===== src/urdf_pkg.sv =====
`timescale 1ns / 1ps

package urdf_pkg;

  localparam logic [7:0] SYNC_BYTE   = 8'h05;
  localparam logic [7:0] WRITE_FLAG  = 8'h80;
  localparam logic [7:0] MASTER_ADDR = 8'hFF;
  localparam logic [7:0] CRC_POLY    = 8'h07;

  // body bytes that follow the sync byte, before the CRC
  localparam logic [2:0] RD_BODY = 3'd2;
  localparam logic [2:0] WR_BODY = 3'd6;

  localparam logic [2:0] LAST_REPLY_POS = 3'd7;

  typedef enum logic [1:0] {
    ACT_READ  = 2'd0,
    ACT_WRITE = 2'd1,
    ACT_REPLY = 2'd2
  } action_t;

  typedef enum logic {
    KIND_TX   = 1'b0,
    KIND_READ = 1'b1
  } kind_t;

  typedef enum logic [2:0] {
    STAT_OK       = 3'd0,
    STAT_BAD_SYNC = 3'd1,
    STAT_BAD_ADDR = 3'd2,
    STAT_BAD_REG  = 3'd3,
    STAT_BAD_CRC  = 3'd4
  } status_t;

  typedef struct packed {
    logic        restart;
    logic        byte_en;
    logic [6:0]  reg_addr;
    logic [7:0]  reply_byte;
  } chk_req_t;

  typedef struct packed {
    logic        done;
    status_t     status;
    logic [31:0] value;
  } chk_res_t;

  typedef struct packed {
    logic        load;
    logic        step;
    logic        is_write;
    logic [7:0]  node;
    logic [6:0]  reg_addr;
    logic [31:0] write_value;
  } ser_req_t;

  typedef struct packed {
    logic        pending;
    logic [7:0]  tx_byte;
    logic        last;
  } ser_out_t;

  // CRC-8, poly 0x07, data taken LSB first
  function automatic logic [7:0] crc8_byte(input logic [7:0] crc, input logic [7:0] data);
    logic [7:0] c;
    c = crc;
    for (int i = 0; i < 8; i++) begin
      if (c[7] ^ data[i]) begin
        c = {c[6:0], 1'b0} ^ CRC_POLY;
      end else begin
        c = {c[6:0], 1'b0};
      end
    end
    return c;
  endfunction

endpackage


===== src/urdf_in_if.sv =====
`timescale 1ns / 1ps

interface urdf_in_if;
  logic        valid;
  logic        ready;
  logic [1:0]  action;
  logic [6:0]  reg_addr;
  logic [31:0] write_value;
  logic [7:0]  reply_byte;

  modport source (output valid, output action, output reg_addr,
                  output write_value, output reply_byte, input ready);
  modport sink   (input valid, input action, input reg_addr,
                  input write_value, input reply_byte, output ready);
endinterface


===== src/urdf_out_if.sv =====
`timescale 1ns / 1ps

interface urdf_out_if;
  logic        valid;
  logic        ready;
  logic        kind;
  logic [7:0]  tx_byte;
  logic        last;
  logic [2:0]  read_status;
  logic [31:0] read_value;

  modport source (output valid, output kind, output tx_byte, output last,
                  output read_status, output read_value, input ready);
  modport sink   (input valid, input kind, input tx_byte, input last,
                  input read_status, input read_value, output ready);
endinterface


===== src/urdf_reply_checker.sv =====
`timescale 1ns / 1ps

module urdf_reply_checker
  import urdf_pkg::*;
(
  input  logic     clk,
  input  logic     rst_n,
  input  chk_req_t req,
  output chk_res_t res
);

  logic [2:0]  count_r, count_nxt;
  logic [7:0]  crc_r, crc_nxt;
  logic [6:0]  exp_reg_r, exp_reg_nxt;
  status_t     err_r, err_nxt;
  logic [31:0] acc_r, acc_nxt;
  status_t     final_status;

  // result of the eighth byte, valid only when done is high
  always_comb begin
    if (err_r != STAT_OK) begin
      final_status = err_r;
    end else if (req.reply_byte != crc_r) begin
      final_status = STAT_BAD_CRC;
    end else begin
      final_status = STAT_OK;
    end
    res.done   = req.byte_en && (count_r == LAST_REPLY_POS);
    res.status = final_status;
    res.value  = (final_status == STAT_OK) ? acc_r : 32'd0;
  end

  always_comb begin
    count_nxt   = count_r;
    crc_nxt     = crc_r;
    exp_reg_nxt = exp_reg_r;
    err_nxt     = err_r;
    acc_nxt     = acc_r;
    if (req.restart) begin
      exp_reg_nxt = req.reg_addr;
      count_nxt   = 3'd0;
      crc_nxt     = 8'd0;
      err_nxt     = STAT_OK;
      acc_nxt     = 32'd0;
    end else if (req.byte_en) begin
      if (count_r == LAST_REPLY_POS) begin
        count_nxt = 3'd0;
        crc_nxt   = 8'd0;
        err_nxt   = STAT_OK;
        acc_nxt   = 32'd0;
      end else begin
        // only the first failing check is kept
        if (count_r == 3'd0) begin
          if (req.reply_byte != SYNC_BYTE && err_r == STAT_OK) begin
            err_nxt = STAT_BAD_SYNC;
          end
        end else if (count_r == 3'd1) begin
          if (req.reply_byte != MASTER_ADDR && err_r == STAT_OK) begin
            err_nxt = STAT_BAD_ADDR;
          end
        end else if (count_r == 3'd2) begin
          if (req.reply_byte != {1'b0, exp_reg_r} && err_r == STAT_OK) begin
            err_nxt = STAT_BAD_REG;
          end
        end else begin
          acc_nxt = {acc_r[23:0], req.reply_byte};
        end
        crc_nxt   = crc8_byte(crc_r, req.reply_byte);
        count_nxt = count_r + 3'd1;
      end
    end
  end

  always_ff @(posedge clk) begin
    if (!rst_n) begin
      count_r   <= 3'd0;
      crc_r     <= 8'd0;
      exp_reg_r <= 7'd0;
      err_r     <= STAT_OK;
      acc_r     <= 32'd0;
    end else begin
      count_r   <= count_nxt;
      crc_r     <= crc_nxt;
      exp_reg_r <= exp_reg_nxt;
      err_r     <= err_nxt;
      acc_r     <= acc_nxt;
    end
  end

endmodule


===== src/urdf_tx_serialiser.sv =====
`timescale 1ns / 1ps

module urdf_tx_serialiser
  import urdf_pkg::*;
(
  input  logic     clk,
  input  logic     rst_n,
  input  ser_req_t req,
  output ser_out_t out
);

  logic        pending_r, pending_nxt;
  logic [2:0]  cnt_r, cnt_nxt;
  logic [7:0]  crc_r, crc_nxt;
  logic [47:0] sh_r, sh_nxt;

  // body bytes leave from the top of the shift register, CRC comes last
  always_comb begin
    out.pending = pending_r;
    out.last    = (cnt_r == 3'd0);
    out.tx_byte = (cnt_r == 3'd0) ? crc_r : sh_r[47:40];
  end

  always_comb begin
    pending_nxt = pending_r;
    cnt_nxt     = cnt_r;
    crc_nxt     = crc_r;
    sh_nxt      = sh_r;
    if (req.load) begin
      // sync byte has already gone out with the load
      pending_nxt = 1'b1;
      crc_nxt     = crc8_byte(8'd0, SYNC_BYTE);
      if (req.is_write) begin
        cnt_nxt = WR_BODY;
        sh_nxt  = {req.node, WRITE_FLAG | {1'b0, req.reg_addr}, req.write_value};
      end else begin
        cnt_nxt = RD_BODY;
        sh_nxt  = {req.node, 1'b0, req.reg_addr, 32'd0};
      end
    end else if (req.step && pending_r) begin
      if (cnt_r == 3'd0) begin
        pending_nxt = 1'b0;
      end else begin
        crc_nxt = crc8_byte(crc_r, sh_r[47:40]);
        sh_nxt  = {sh_r[39:0], 8'd0};
        cnt_nxt = cnt_r - 3'd1;
      end
    end
  end

  always_ff @(posedge clk) begin
    if (!rst_n) begin
      pending_r <= 1'b0;
      cnt_r     <= 3'd0;
    end else begin
      pending_r <= pending_nxt;
      cnt_r     <= cnt_nxt;
    end
  end

  always_ff @(posedge clk) begin
    crc_r <= crc_nxt;
    sh_r  <= sh_nxt;
  end

endmodule


===== src/uart_register_datagram_framer.sv =====
`timescale 1ns / 1ps
// UART register datagram framer and reply checker.
// in_ch: one beat is a read request, a write request or one received reply
//   byte (action field). out_ch: one beat is either a transmit byte (kind 0,
//   last high on the CRC byte) or a completed read reply (kind 1, status and
//   value). cfg_we/cfg_wdata write the node address placed in every datagram.
// A beat taken from in_ch sits in the input register; its first result is
//   presented on out_ch from the output register.
// A read request sends 4 datagram bytes, a write request 8 (one datagram
//   byte per cycle while out_ch.ready does not stall the output register, from
//   the transmit shift register, CRC built as the bytes go out). A reply byte
//   gives a result only on the eighth byte. While a datagram still has bytes
//   to send, a beat in the input register waits there and in_ch.ready is low.
// Reset clears the node address, the reply collection state and both valid
//   registers. When out_ch.ready is low the output register holds its beat
//   and the input register holds the next one; nothing is dropped.
module uart_register_datagram_framer
  import urdf_pkg::*;
(
  input  logic              clk,
  input  logic              rst_n,
  urdf_in_if.sink           in_ch,
  urdf_out_if.source        out_ch,
  input  logic              cfg_we,
  input  logic [7:0]        cfg_wdata
);

  logic [7:0]  node_r;

  logic        s1_valid_r, s1_valid_nxt;
  logic [1:0]  s1_action_r;
  logic [6:0]  s1_reg_r;
  logic [31:0] s1_wval_r;
  logic [7:0]  s1_rb_r;

  logic        out_valid_r, out_valid_nxt;
  kind_t       out_kind_r, out_kind_nxt;
  logic [7:0]  out_tx_r, out_tx_nxt;
  logic        out_last_r, out_last_nxt;
  status_t     out_status_r, out_status_nxt;
  logic [31:0] out_value_r, out_value_nxt;

  logic        adv;
  logic        s1_take;
  logic        in_take;
  chk_req_t    chk_req;
  chk_res_t    chk_res;
  ser_req_t    ser_req;
  ser_out_t    ser_out;

  assign adv     = !out_valid_r || out_ch.ready;
  assign s1_take = s1_valid_r && adv && !ser_out.pending;
  assign in_take = in_ch.valid && in_ch.ready;

  assign in_ch.ready = !s1_valid_r || s1_take;

  always_comb begin
    chk_req.restart       = s1_take && (s1_action_r == ACT_READ);
    chk_req.byte_en       = s1_take && (s1_action_r == ACT_REPLY);
    chk_req.reg_addr      = s1_reg_r;
    chk_req.reply_byte    = s1_rb_r;

    ser_req.load          = s1_take && (s1_action_r == ACT_READ ||
                                        s1_action_r == ACT_WRITE);
    ser_req.step          = adv;
    ser_req.is_write      = (s1_action_r == ACT_WRITE);
    ser_req.node          = node_r;
    ser_req.reg_addr      = s1_reg_r;
    ser_req.write_value   = s1_wval_r;
  end

  urdf_reply_checker u_chk (
    .clk   (clk),
    .rst_n (rst_n),
    .req   (chk_req),
    .res   (chk_res)
  );

  urdf_tx_serialiser u_ser (
    .clk   (clk),
    .rst_n (rst_n),
    .req   (ser_req),
    .out   (ser_out)
  );

  always_comb begin
    s1_valid_nxt = s1_valid_r;
    if (in_take) begin
      s1_valid_nxt = 1'b1;
    end else if (s1_take) begin
      s1_valid_nxt = 1'b0;
    end
  end

  always_comb begin
    out_valid_nxt  = out_valid_r;
    out_kind_nxt   = out_kind_r;
    out_tx_nxt     = out_tx_r;
    out_last_nxt   = out_last_r;
    out_status_nxt = out_status_r;
    out_value_nxt  = out_value_r;
    if (adv) begin
      out_valid_nxt  = 1'b0;
      out_kind_nxt   = KIND_TX;
      out_tx_nxt     = 8'd0;
      out_last_nxt   = 1'b0;
      out_status_nxt = STAT_OK;
      out_value_nxt  = 32'd0;
      if (ser_out.pending) begin
        out_valid_nxt = 1'b1;
        out_tx_nxt    = ser_out.tx_byte;
        out_last_nxt  = ser_out.last;
      end else if (s1_valid_r) begin
        case (s1_action_r)
          ACT_READ, ACT_WRITE: begin
            out_valid_nxt = 1'b1;
            out_tx_nxt    = SYNC_BYTE;
          end
          ACT_REPLY: begin
            out_valid_nxt  = chk_res.done;
            out_kind_nxt   = KIND_READ;
            out_status_nxt = chk_res.status;
            out_value_nxt  = chk_res.value;
          end
          default: begin
            out_valid_nxt = 1'b0;
          end
        endcase
      end
    end
  end

  always_ff @(posedge clk) begin
    if (!rst_n) begin
      node_r      <= 8'd0;
      s1_valid_r  <= 1'b0;
      out_valid_r <= 1'b0;
    end else begin
      if (cfg_we) begin
        node_r <= cfg_wdata;
      end
      s1_valid_r  <= s1_valid_nxt;
      out_valid_r <= out_valid_nxt;
    end
  end

  always_ff @(posedge clk) begin
    if (in_take) begin
      s1_action_r <= in_ch.action;
      s1_reg_r    <= in_ch.reg_addr;
      s1_wval_r   <= in_ch.write_value;
      s1_rb_r     <= in_ch.reply_byte;
    end
    out_kind_r   <= out_kind_nxt;
    out_tx_r     <= out_tx_nxt;
    out_last_r   <= out_last_nxt;
    out_status_r <= out_status_nxt;
    out_value_r  <= out_value_nxt;
  end

  assign out_ch.valid       = out_valid_r;
  assign out_ch.kind        = out_kind_r;
  assign out_ch.tx_byte     = out_tx_r;
  assign out_ch.last        = out_last_r;
  assign out_ch.read_status = out_status_r;
  assign out_ch.read_value  = out_value_r;

  // a waiting beat stays put while a datagram is still being sent
  a_no_take_while_sending: assert property (@(posedge clk) disable iff (!rst_n)
    (ser_out.pending && s1_valid_r) |-> !in_ch.ready)
    else $error("input taken while datagram bytes pending");

  // a request always opens its datagram with the sync byte
  a_sync_first: assert property (@(posedge clk) disable iff (!rst_n)
    ser_req.load |=> (out_valid_r && out_kind_r == KIND_TX && out_tx_r == SYNC_BYTE
                      && !out_last_r))
    else $error("datagram did not start with sync byte");

  // once the CRC beat is loaded the serialiser has nothing left
  a_last_ends_frame: assert property (@(posedge clk) disable iff (!rst_n)
    (out_valid_r && out_last_r) |-> !ser_out.pending)
    else $error("bytes left after last beat");

  // a failed reply never carries a value
  a_fail_no_value: assert property (@(posedge clk) disable iff (!rst_n)
    (out_valid_r && out_kind_r == KIND_READ && out_status_r != STAT_OK)
      |-> (out_value_r == 32'd0))
    else $error("value reported with failed reply");

endmodule

===== src/flat_wrapper.sv =====
// flat-port wrapper written by rule: the top's interface ports become plain ports
module uart_register_datagram_framer_flat import urdf_pkg::*;
  (clk, rst_n, cfg_we, cfg_wdata, in_ch_valid, in_ch_action, in_ch_reg_addr, in_ch_write_value, in_ch_reply_byte, in_ch_ready, out_ch_valid, out_ch_kind, out_ch_tx_byte, out_ch_last, out_ch_read_status, out_ch_read_value, out_ch_ready);
  urdf_in_if in_ch_i ();
  urdf_out_if out_ch_i ();
  input  logic clk;
  input  logic rst_n;
  input  logic cfg_we;
  input  logic [7:0] cfg_wdata;
  input wire logic [$bits(in_ch_i.valid)-1:0] in_ch_valid;
  input wire logic [$bits(in_ch_i.action)-1:0] in_ch_action;
  input wire logic [$bits(in_ch_i.reg_addr)-1:0] in_ch_reg_addr;
  input wire logic [$bits(in_ch_i.write_value)-1:0] in_ch_write_value;
  input wire logic [$bits(in_ch_i.reply_byte)-1:0] in_ch_reply_byte;
  output wire logic [$bits(in_ch_i.ready)-1:0] in_ch_ready;
  output wire logic [$bits(out_ch_i.valid)-1:0] out_ch_valid;
  output wire logic [$bits(out_ch_i.kind)-1:0] out_ch_kind;
  output wire logic [$bits(out_ch_i.tx_byte)-1:0] out_ch_tx_byte;
  output wire logic [$bits(out_ch_i.last)-1:0] out_ch_last;
  output wire logic [$bits(out_ch_i.read_status)-1:0] out_ch_read_status;
  output wire logic [$bits(out_ch_i.read_value)-1:0] out_ch_read_value;
  input wire logic [$bits(out_ch_i.ready)-1:0] out_ch_ready;
  assign in_ch_i.valid = in_ch_valid;
  assign in_ch_i.action = in_ch_action;
  assign in_ch_i.reg_addr = in_ch_reg_addr;
  assign in_ch_i.write_value = in_ch_write_value;
  assign in_ch_i.reply_byte = in_ch_reply_byte;
  assign in_ch_ready = in_ch_i.ready;
  assign out_ch_valid = out_ch_i.valid;
  assign out_ch_kind = out_ch_i.kind;
  assign out_ch_tx_byte = out_ch_i.tx_byte;
  assign out_ch_last = out_ch_i.last;
  assign out_ch_read_status = out_ch_i.read_status;
  assign out_ch_read_value = out_ch_i.read_value;
  assign out_ch_i.ready = out_ch_ready;
  uart_register_datagram_framer u_core (.clk(clk), .rst_n(rst_n), .in_ch(in_ch_i), .out_ch(out_ch_i), .cfg_we(cfg_we), .cfg_wdata(cfg_wdata));
endmodule

===== config.mk =====
export PLATFORM = sky130hd
export DESIGN_NAME = uart_register_datagram_framer_flat
export DESIGN_NICKNAME = d
export VERILOG_FILES = /design/src/urdf_pkg.sv /design/src/urdf_in_if.sv /design/src/urdf_out_if.sv /design/src/urdf_reply_checker.sv /design/src/urdf_tx_serialiser.sv /design/src/uart_register_datagram_framer.sv /design/src/flat_wrapper.sv
export SDC_FILE = /design/constraint.sdc
export NUM_CORES = 1
export LEC_CHECK = 0
export BUFFER_PORTS_ARGS = -buffer_cell sky130_fd_sc_hd__buf_4
export CAP_MARGIN = 15
export CORE_MARGIN = 2
export CORE_UTILIZATION = 45
export CTS_CLUSTER_DIAMETER = 60
export DETAILED_ROUTE_END_ITERATION = 10
export GPL_TIMING_DRIVEN = 0
export SKIP_CTS_REPAIR_TIMING = 1
export SLEW_MARGIN = 10
export SYNTH_ARGS = -nofsm -noshare
export SYNTH_HDL_FRONTEND = slang
export SYNTH_SLANG_ARGS = --single-unit
export TNS_END_PERCENT = 1

===== constraint.sdc =====
create_clock -name clk -period 8.5 [get_ports clk]
set_input_delay 1.275 -clock clk [delete_from_list [all_inputs] [get_ports clk]]
set_output_delay 1.275 -clock clk [all_outputs]
set_load 0.1 [all_outputs]

==> results of run 1 <==
metal layers:
metal / track usage (%) / vias to the layer above
li1: - / 2918
met1: 25.38 / 2773
met2: 28.93 / 178
met3: 2.781 / 34
met4: 5.672 / 0
met5: 0 / -
cell type report:
class | count | area (µm²) | area share [%]
buffer | 47 | 202.7 | 1.870
clock buffer | 33 | 655.6 | 6.048
multi-input combinational | 488 | 2907 | 26.81
clock inverter | 11 | 112.6 | 1.039
tap | 265 | 331.6 | 3.059
inverter | 11 | 42.54 | 0.3924
timing repair buffer | 109 | 843.3 | 7.779
sequential | 216 | 5746 | 53.00
cell usage after synthesis (2+ instances only):
| cell type | n | area share (%) |
|---|---|---|
| sky130_fd_sc_hd__nand3_1 | 32 | 1.8 |
| sky130_fd_sc_hd__a22oi_1 | 4 | 0.34 |
| sky130_fd_sc_hd__nor2_1 | 50 | 2.1 |
| sky130_fd_sc_hd__inv_1 | 10 | 0.42 |
| sky130_fd_sc_hd__nand2b_1 | 2 | 0.14 |
| sky130_fd_sc_hd__buf_2 | 12 | 0.68 |
| sky130_fd_sc_hd__xor2_1 | 11 | 1.1 |
| sky130_fd_sc_hd__buf_1 | 3 | 0.13 |
| sky130_fd_sc_hd__o22a_1 | 2 | 0.20 |
| sky130_fd_sc_hd__o21ai_0 | 14 | 0.79 |
| sky130_fd_sc_hd__nor2b_1 | 18 | 1.3 |
| sky130_fd_sc_hd__nor3_1 | 6 | 0.34 |
| sky130_fd_sc_hd__a211oi_1 | 2 | 0.17 |
| sky130_fd_sc_hd__a22o_1 | 2 | 0.20 |
| sky130_fd_sc_hd__nand4_1 | 4 | 0.28 |
| sky130_fd_sc_hd__nor3b_1 | 33 | 2.8 |
| sky130_fd_sc_hd__mux2_2 | 4 | 0.51 |
| sky130_fd_sc_hd__clkbuf_1 | 28 | 1.2 |
| sky130_fd_sc_hd__a21oi_1 | 44 | 2.5 |
| sky130_fd_sc_hd__dfxtp_1 | 74 | 17 |
| sky130_fd_sc_hd__a21boi_0 | 8 | 0.68 |
| sky130_fd_sc_hd__xnor2_1 | 46 | 4.5 |
| sky130_fd_sc_hd__ha_1 | 7 | 0.98 |
| sky130_fd_sc_hd__and2_1 | 36 | 2.5 |
| sky130_fd_sc_hd__a31oi_1 | 3 | 0.21 |
| sky130_fd_sc_hd__nand2_1 | 118 | 5.0 |
| sky130_fd_sc_hd__edfxtp_1 | 142 | 48 |
| sky130_fd_sc_hd__clkbuf_2 | 3 | 0.17 |
| sky130_fd_sc_hd__and3_1 | 9 | 0.63 |
| sky130_fd_sc_hd__mux2i_1 | 15 | 1.7 |
through the flow:
| step | power [W] | hold slack, ps | cell area (µm²) |
|---|---|---|---|
| global route | 0.002582 | 505.8 | 10840 |
| global placement | 0.001503 | 465.1 | 10030 |
| finish | 0.002489 | 486.2 | 10840 |
| detailed placement | 0.001511 | 476.0 | 10070 |
| floorplan | 0.001431 | 448.2 | 8892 |
| CTS | 0.002519 | 492.0 | 10840 |
critical path, cell delays in order:
cell and delay, ps:
sky130_fd_sc_hd__buf_4 110, sky130_fd_sc_hd__nor2b_1 310, sky130_fd_sc_hd__clkinv_2 770, sky130_fd_sc_hd__nand3_1 710, sky130_fd_sc_hd__nand2_2 430, sky130_fd_sc_hd__buf_12 320
sky130_fd_sc_hd__o21a_1 120, sky130_fd_sc_hd__o22ai_1 180, sky130_fd_sc_hd__nor2_1 60
report_power, final:
part	internal, W	switching [W]
registers	0.00117	0.0000270
clock network	0.000601	0.000400
logic	0.000104	0.000185
total	0.00188	0.000612
path summary, 6_finish.rpt:
check	start	endpoint	slack, ps	cells past startpoint
worst min-delay path	u_core.u_chk.acc_r[27]	u_core.u_chk.acc_r[27]	490	2
worst max-delay path	out_ch_ready	u_core.u_ser.cnt_r[2]	4570	9
worst min register to register	u_core.u_chk.acc_r[27]	u_core.u_chk.acc_r[27]	490	2
worst max register to register	u_core.out_ch.valid	u_core.u_ser.cnt_r[2]	5090	8
cell usage in the layout (no fill, tap or decap), types with 25 or more instances in the layout:
cell                        count
sky130_fd_sc_hd__a21oi_1       44
sky130_fd_sc_hd__and2_1        35
sky130_fd_sc_hd__buf_4        107
sky130_fd_sc_hd__clkbuf_1      36
sky130_fd_sc_hd__clkbuf_16     25
sky130_fd_sc_hd__dfxtp_1       74
sky130_fd_sc_hd__edfxtp_1     142
sky130_fd_sc_hd__nand2_1      117
sky130_fd_sc_hd__nand3_1       32
sky130_fd_sc_hd__nor2_1        50
sky130_fd_sc_hd__nor3b_1       33
sky130_fd_sc_hd__xnor2_1       46
logic make-up after synthesis:
family	Yosys count	synth area share [%]
simple gates	318	17.93
flops	216	64.61
compound gates	86	5.671
xor+xnor	58	5.867
buf+inv	58	2.744
mux	19	2.195
fa+ha+maj	7	0.9849
state kept, by name, summed over array words and instances, names as in the netlist, 3 cells and up:
register and cells:
u_core.out_ch.read_value 32, u_core.node_r 8, u_core.u_ser.cnt_r 3, u_core.s1_wval_r 32
u_core.u_ser.sh_r 48, u_core.s1_rb_r 8, u_core.u_chk.count_r 3, u_core.u_chk.exp_reg_r 7
u_core.u_chk.crc_r 8, u_core.out_ch.tx_byte 8, u_core.u_chk.acc_r 32, u_core.out_ch.read_status 3
u_core.u_ser.crc_r 8, u_core.s1_reg_r 7
==> results.sh, run 1 <==
export IMPL_layout_worst_path_cycle_share_pct=46.26
export IMPL_grt_remaining_overflow=0
export IMPL_timing_hold_violations_final=0
export IMPL_vias=5903
export IMPL_drt_iter0_drc=364
export IMPL_synth_yosys_seq_area_share_pct=64.61
export IMPL_number_of_antenna_violations_at_the_first_check_in_global_routing=0
export IMPL_grt_first_pass_wirelength_um=29630
export IMPL_ant_nets=0
export IMPL_yosysWarnings=0
export IMPL_report_final_slew_viol_count=0
export IMPL_critPathCaptureType="register"
export IMPL_fillers=1684
export IMPL_synth_edff_count=142
export IMPL_syn_inst=762
export IMPL_yosys_most_used_dff="sky130_fd_sc_hd__edfxtp_1"
export IMPL_cellLeakagePower_nw=4.201
export IMPL_outcome="completed"
export IMPL_syn_to_final_growth_pct=21.91
export IMPL_routedLengthMet1_um=8669
export IMPL_layout_setup_ws_ps=4568
export IMPL_p_per_area_nw_per_um2=229.6
export IMPL_met3_length_um=922
export IMPL_hold_path_class="register to register"
export IMPL_postSynthNetCount=831
export IMPL_layout_cells_sized_above_1_pct=18.91
export IMPL_cp_arrival_ps=4300
export IMPL_clk_root_buffer_cell="sky130_fd_sc_hd__clkbuf_16"
export IMPL_initial_utilization_pct=45.84
export IMPL_worst_skew_pair_late_latency_ps=510
export IMPL_grt_setup_unrepaired="false"
export IMPL_hpwlAfterDp_um=12840
export IMPL_die_width_um=144.6
export IMPL_chipHeight_um=144.6
export IMPL_totalNegativeSetupSlack_ps=0
export IMPL_synth_seq_cells=216
export IMPL_dp_slack_ps=4016
export IMPL_synth_distinct_cells=50
export IMPL_tritoncts_num_sinks=216
export IMPL_die_area_um2=20900
export IMPL_worst_clock_skew_ps=8.123
export IMPL_path_max_fanout=51
export IMPL_start_kind="primary input"
export IMPL_max_slew_margin_pct=35.32
export IMPL_design_final_nets=966
export IMPL_syn_area_um2=8892
export IMPL_clk_pin_slew_ps=60
export IMPL_via_per_inst=5.003
export IMPL_fin_util_pct=55.88
export IMPL_via_count_of_the_first_global_routing_pass=5839
export IMPL_route_met2_wl_um=8361
export IMPL_antennaDiodeCount=0
export IMPL_transition_time_at_the_pin_with_the_least_slew_margin_ps=956.7
export IMPL_asyncSetResetFlopFracSynth_pct=0
export IMPL_post_route_drc_count=0
export IMPL_final_setup_viol_count=0
export IMPL_routed_wire_length_per_instance_um=15.67
export IMPL_h_tree_depth=1
export IMPL_routed_top_layer="met4"
export IMPL_irDropWorstVdd_v=0.0001752
export IMPL_floorplan_core_area_um2=19400
export IMPL_criticalPathCategory="primary input to register"
export IMPL_std_cell_rows=51
export IMPL_gp_congestion=0.8605
export IMPL_cts_tree="yes"
export IMPL_count_of_port_buffers_added_during_placement=107
export IMPL_layout_min_cycle_time_ps=3932
export IMPL_worst_endpoint_required_ps=8870
export IMPL_dr_pass1_iters=5
export IMPL_max_cap_violations=0
export IMPL_pin_count_of_the_biggest_net_entering_global_routing=52
export IMPL_achievable_frequency_ghz=0.2543
export IMPL_totalWireLength_um=18490
export IMPL_post_synth_cell_area_avg_um2=11.67
export IMPL_cts_buffers=24
export IMPL_cts_root_to_sink_buffers=3
export IMPL_placed_cells_incl_taps=1136
export IMPL_final_cells=1180
export IMPL_top_level_ports=109
export IMPL_grt_use_total_pct=18.05
Power figures use the tool's default switching activity.
==> inputs of run 2 (changes only) <==
PLACE_DENSITY = 0.67   (was default)
clock period = 3.15 ns   (was 8.5 ns; I/O delays follow)
==> run 2 against run 1 <==
Against the previous run:
- hold slack got worse by 360 ps
- clock power increased to 2.7 times the previous value
- clock skew increased by 7.8 ps
- non-clock buffer count decreased by 1
- sequential power increased to 2.7 times the previous value
- critical path type is now register to register
- largest cell class unchanged
- largest power group unchanged
==> results.sh, run 2 (same netlist as run 1, synthesis figures left out) <==
export IMPL_worst_hold_startpoint="in_ch_write_value[1]"
export IMPL_post_route_drc_count=0
export IMPL_worst_skew_pair_late_latency_ps=520
export IMPL_fin_area_um2=10810
export IMPL_chipHeight_um=144.6
export IMPL_placed_area_um2=10060
export IMPL_pin_count_of_the_biggest_net_entering_global_routing=52
export IMPL_critPathMaxStageDelay_ps=510
export IMPL_clk_pin_slew_ps=60
export IMPL_grt_use_total_pct=16.97
export IMPL_timing_hold_violations_final=0
export IMPL_whs_endpoint="u_core.s1_wval_r[1]"
export IMPL_grt_first_pass_wirelength_um=28160
export IMPL_r2r_end="u_core.u_chk.crc_r[3]"
export IMPL_cts_tree="yes"
export IMPL_h_tree_depth=1
export IMPL_clk_root_buffer_cell="sky130_fd_sc_hd__clkbuf_16"
export IMPL_vias=5804
export IMPL_routed_wire_length_per_instance_um=14.70
export IMPL_worstRegToRegCells=7
export IMPL_switching_share_pct=24.80
export IMPL_grt_setup_unrepaired="false"
export IMPL_cts_buffers=24
export IMPL_met3_length_um=977
export IMPL_start_kind="register"
export IMPL_cts_root_to_sink_buffers=3
export IMPL_routedLengthMet1_um=8088
export IMPL_initial_utilization_pct=45.84
export IMPL_critPathCaptureType="register"
export IMPL_worst_clock_skew_ps=15.97
export IMPL_transition_time_at_the_pin_with_the_least_slew_margin_ps=1119
export IMPL_die_area_um2=20900
export IMPL_routed_top_layer="met4"
export IMPL_switchingPower_w=0.001650
export IMPL_hold_path_class="primary input to register"
export IMPL_irDropWorstVdd_v=0.0003402
export IMPL_clock_power_share_pct=39.8
export IMPL_layout_common_cells="sky130_fd_sc_hd__edfxtp_1 (142), sky130_fd_sc_hd__nand2_1 (117), sky130_fd_sc_hd__buf_4 (107)"
export IMPL_top_level_ports=109
export IMPL_count_of_port_buffers_added_during_placement=107
export IMPL_std_cell_rows=51
export IMPL_syn_to_final_growth_pct=21.56
export IMPL_dr_pass1_iters=5
export IMPL_number_of_antenna_violations_at_the_first_check_in_global_routing=0
export IMPL_critical_path_slowest_cell="sky130_fd_sc_hd__inv_4"
export IMPL_max_slew_margin_pct=25.38
export IMPL_via_count_of_the_first_global_routing_pass=5664
export IMPL_fin_util_pct=55.72
export IMPL_report_final_slew_viol_count=0
export IMPL_gp_congestion=0.8278
export IMPL_cellLeakagePower_nw=4.184
export IMPL_p_per_area_nw_per_um2=615.5
export IMPL_layout_cells_sized_above_1_pct=18.62
export IMPL_floorplan_core_area_um2=19400
export IMPL_post_layout_total_power_w=0.006653
export IMPL_largest_reg_flops=48
export IMPL_layout_worst_path_cycle_share_pct=86.12
export IMPL_layout_cells_most_common="sky130_fd_sc_hd__edfxtp_1"
export IMPL_p_comb_share_pct=11.6
export IMPL_ant_nets=0
export IMPL_design_final_nets=965
export IMPL_hpwlAfterDp_um=11790
export IMPL_final_cells=1178
export IMPL_cellInternalPower_w=0.005003
export IMPL_totalWireLength_um=17320
export IMPL_timing_hold_worst_path_depth=1
export IMPL_critical_path_reg2reg_startpoint="u_core.out_ch.valid"
export IMPL_crit_chain="nor2b_1 > inv_4 > nand4b_1 > o21ai_0 > buf_2 > buf_1 > nor2_1"
export IMPL_cp_arrival_ps=3080
export IMPL_final_setup_viol_count=0
export IMPL_die_width_um=144.6
export IMPL_via_per_inst=4.927
export IMPL_route_met2_wl_um=7926
export IMPL_tritoncts_num_sinks=216
export IMPL_criticalPathCategory="register to register"
export IMPL_max_cap_violations=0
export IMPL_layout_min_cycle_time_ps=2713
export IMPL_setup_slack_of_the_worst_register_to_register_path_ps=440
export IMPL_path_max_fanout=51
export IMPL_achievable_frequency_ghz=0.3686
export IMPL_placed_cells_incl_taps=1135
export IMPL_antennaDiodeCount=0
export IMPL_totalNegativeSetupSlack_ps=0
export IMPL_worst_endpoint_required_ps=3520
export IMPL_outcome="completed"
export IMPL_drt_iter0_drc=382
export IMPL_largest_register="u_core.u_ser.sh_r"
export IMPL_power_frac_seq_pct=48.6
export IMPL_grt_remaining_overflow=0
run 2: power groups by stage:
stage | Sequential (W) | Combinational (W) | Clock [W]
6_report | 0.00323 | 0.000771 | 0.00265
3_5_place_dp | 0.00329 | 0.000772 | 0
3_3_place_gp | 0.00329 | 0.000760 | 0
4_1_cts | 0.00324 | 0.000775 | 0.00270
2_1_floorplan | 0.00347 | 0.000392 | 0
5_1_grt | 0.00325 | 0.000837 | 0.00283
run 2: area by class of cell:
type | count | area (µm²)
fillers | 1663 | 8589
multi-input cells | 488 | 2910
inverters | 11 | 43.79
well taps | 265 | 331.6
repair buffers | 108 | 823.3
clock buffers | 28 | 615.6
clock inverters | 15 | 135.1
plain buffers | 47 | 202.7
flip-flops and latches | 216 | 5747
run 2: per-layer routing:
metal  vias up  GRT usage [%]
met5         -              0
met4         0          4.854
met3        28          3.079
met2       155          26.79
met1      2704          24.15
li1       2917              -
run 2: metrics by stage:
stage | setup WS (ps) | hold slack [ps]
2_1_floorplan | -118.3 | 448.2
3_3_place_gp | -976.0 | 461.3
3_5_place_dp | -449.2 | 467.5
4_1_cts | -222.5 | 108.1
5_1_grt | 254.2 | 104.1
6_report | 437.2 | 125.5
run 2: how the worst max path moves through the flow:
stage / to / cells after the start / slack, ps / from
2_1_floorplan: u_core.u_ser.cnt_r[2] / 7 / -120 / u_core.out_ch.valid
3_3_place_gp: u_core.u_ser.cnt_r[2] / 8 / -980 / out_ch_ready
3_5_place_dp: u_core.u_ser.sh_r[5] / 6 / -450 / out_ch_ready
4_1_cts: u_core.u_ser.sh_r[16] / 5 / -220 / u_core.out_ch.valid
5_1_grt: u_core.u_ser.sh_r[18] / 5 / 250 / u_core.out_ch.valid
6_report: u_core.u_chk.crc_r[3] / 7 / 440 / u_core.out_ch.valid
run 2: critical path, delay by kind of cell, from the launching register on:
family	cells	cell delay, ps
compound gates	1	310
buf+inv	3	1300
flops	1	310
simple gates	3	630
==> inputs of run 3 (changes only) <==
CTS_BUF_LIST = sky130_fd_sc_hd__clkbuf_8 sky130_fd_sc_hd__clkbuf_16   (was default)
SLEW_MARGIN = 0   (was 10)
==> run 3 against run 2 <==
Against the previous run:
- clock-buffer cell count down 4
- global-route usage about the same
- clock skew down 9.3 ps
- core utilization unchanged
- largest power group unchanged
- highest routed layer unchanged
==> results.sh, run 3 (same netlist as run 1, synthesis figures left out) <==
export IMPL_fin_util_pct=55.72
export IMPL_routed_wire_length_per_instance_um=14.70
export IMPL_post_layout_total_power_w=0.006649
export IMPL_cts_buffers=24
export IMPL_final_setup_viol_count=0
export IMPL_worst_endpoint_required_ps=3350
export IMPL_path_max_fanout=51
export IMPL_pin_count_of_the_biggest_net_entering_global_routing=52
export IMPL_clock_power_share_pct=39.8
export IMPL_switching_share_pct=24.95
export IMPL_h_tree_depth=1
export IMPL_drt_iter0_drc=457
export IMPL_timing_hold_worst_path_depth=1
export IMPL_grt_remaining_overflow=0
export IMPL_clk_pin_slew_ps=60
export IMPL_layout_common_cells="sky130_fd_sc_hd__edfxtp_1 (142), sky130_fd_sc_hd__nand2_1 (117), sky130_fd_sc_hd__buf_4 (107)"
export IMPL_layout_cells_sized_above_1_pct=18.62
export IMPL_power_frac_seq_pct=48.6
export IMPL_vias=5794
export IMPL_whs_endpoint="u_core.s1_wval_r[1]"
export IMPL_layout_cells_most_common="sky130_fd_sc_hd__edfxtp_1"
export IMPL_worst_clock_skew_ps=6.646
export IMPL_initial_utilization_pct=45.84
export IMPL_critPathCaptureType="register"
export IMPL_grt_setup_unrepaired="false"
export IMPL_chipHeight_um=144.6
export IMPL_tritoncts_num_sinks=216
export IMPL_count_of_port_buffers_added_during_placement=107
export IMPL_top_level_ports=109
export IMPL_cellLeakagePower_nw=4.201
export IMPL_totalWireLength_um=17320
export IMPL_final_cells=1178
export IMPL_transition_time_at_the_pin_with_the_least_slew_margin_ps=1119
export IMPL_number_of_antenna_violations_at_the_first_check_in_global_routing=0
export IMPL_cp_arrival_ps=2910
export IMPL_gp_congestion=0.8278
export IMPL_hold_path_class="primary input to register"
export IMPL_antennaDiodeCount=0
export IMPL_report_final_slew_viol_count=0
export IMPL_p_per_area_nw_per_um2=615.1
export IMPL_hpwlAfterDp_um=11810
export IMPL_grt_first_pass_wirelength_um=28120
export IMPL_criticalPathCategory="register to register"
export IMPL_cp_top_family="simple AND/OR/NAND/NOR gates"
export IMPL_achievable_frequency_ghz=0.3697
export IMPL_critPathMaxStageDelay_ps=510
export IMPL_die_area_um2=20900
export IMPL_timing_hold_violations_final=0
export IMPL_layout_min_cycle_time_ps=2705
export IMPL_worst_skew_pair_late_latency_ps=520
export IMPL_critical_path_reg2reg_startpoint="u_core.out_ch.valid"
export IMPL_start_kind="register"
export IMPL_std_cell_rows=51
export IMPL_post_route_drc_count=0
export IMPL_irDropWorstVdd_v=0.0003889
export IMPL_layout_setup_ws_ps=445.1
export IMPL_max_slew_margin_pct=25.37
export IMPL_via_count_of_the_first_global_routing_pass=5647
export IMPL_layout_worst_path_cycle_share_pct=85.87
export IMPL_die_width_um=144.6
export IMPL_cts_tree="yes"
export IMPL_p_comb_share_pct=11.6
export IMPL_switchingPower_w=0.001659
export IMPL_r2r_end="u_core.u_ser.sh_r[18]"
export IMPL_grt_use_total_pct=17.01
export IMPL_dp_slack_ps=-421.0
export IMPL_largest_reg_flops=48
export IMPL_dr_pass1_iters=5
export IMPL_cellInternalPower_w=0.004990
export IMPL_syn_to_final_growth_pct=21.56
export IMPL_placed_cells_incl_taps=1135
export IMPL_critical_path_slowest_cell="sky130_fd_sc_hd__inv_4"
export IMPL_design_final_nets=965
export IMPL_worst_hold_startpoint="in_ch_write_value[1]"
export IMPL_via_per_inst=4.919
export IMPL_cts_root_to_sink_buffers=3
export IMPL_outcome="completed"
export IMPL_worstRegToRegCells=5
export IMPL_crit_chain="nor2b_1 > inv_4 > nand3_1 > nand2_2 > buf_12"
export IMPL_setup_slack_of_the_worst_register_to_register_path_ps=450
export IMPL_largest_register="u_core.u_ser.sh_r"
export IMPL_ant_nets=0
export IMPL_clk_root_buffer_cell="sky130_fd_sc_hd__clkbuf_16"
export IMPL_max_cap_violations=0
export IMPL_floorplan_core_area_um2=19400
export IMPL_worst_path_buf_inv=2
[run 3: changes by cell type in the layout (fill, tap and decap cells not counted), sizes merged]
cell	change
clkbuf	-4
inv	+4
[run 3: per-stage QoR]
step	setup TNS (ps)	area, µm²	hold WS (ps)
after floorplan	-325.4	8902	448.2
after global placement	-60670	10040	461.3
after detailed placement	-37150	10060	467.5
after CTS	-10060	10810	108.6
after global routing	0	10810	105.7
final	0	10810	123.9
[run 3: final cells by class]
class	instances	area, µm²
Buffer	47	202.7
Inverter	11	43.79
Sequential cell	216	5747
Clock inverter	19	150.1
Clock buffer	24	600.6
Tap cell	265	331.6
Multi-Input combinational cell	488	2910
Fill cell	1689	8589
Timing Repair Buffer	108	823.3
[run 3: per-layer routing]
metal / vias up / wire length [µm] / track usage [%]
met4: 0 / 350 / 4.701
met2: 143 / 7905 / 26.94
met1: 2702 / 8180 / 24.02
met3: 28 / 880 / 3.344
li1: 2921 / - / -
met5: - / 0 / 0
[run 3: power groups by stage]
| stage | clock network (W) | logic, W | registers (W) |
|---|---|---|---|
| 6_report | 0.00264 | 0.000771 | 0.00323 |
| 5_1_grt | 0.00281 | 0.000837 | 0.00325 |
| 4_1_cts | 0.00269 | 0.000775 | 0.00323 |
| 3_5_place_dp | 0 | 0.000772 | 0.00329 |
| 3_3_place_gp | 0 | 0.000760 | 0.00329 |
| 2_1_floorplan | 0 | 0.000392 | 0.00347 |
[run 3: worst max-delay path by stage]
stage	start	endpoint	slack [ps]	cells past startpoint
3_3_place_gp	out_ch_ready	u_core.u_ser.cnt_r[2]	-980	8
4_1_cts	u_core.out_ch.valid	u_core.u_ser.sh_r[18]	-190	5
5_1_grt	u_core.out_ch.valid	u_core.u_ser.sh_r[44]	240	7
6_report	u_core.out_ch.valid	u_core.u_ser.sh_r[18]	450	5
2_1_floorplan	u_core.out_ch.valid	u_core.u_ser.cnt_r[2]	-120	7
3_5_place_dp	out_ch_ready	u_core.u_ser.sh_r[5]	-420	6
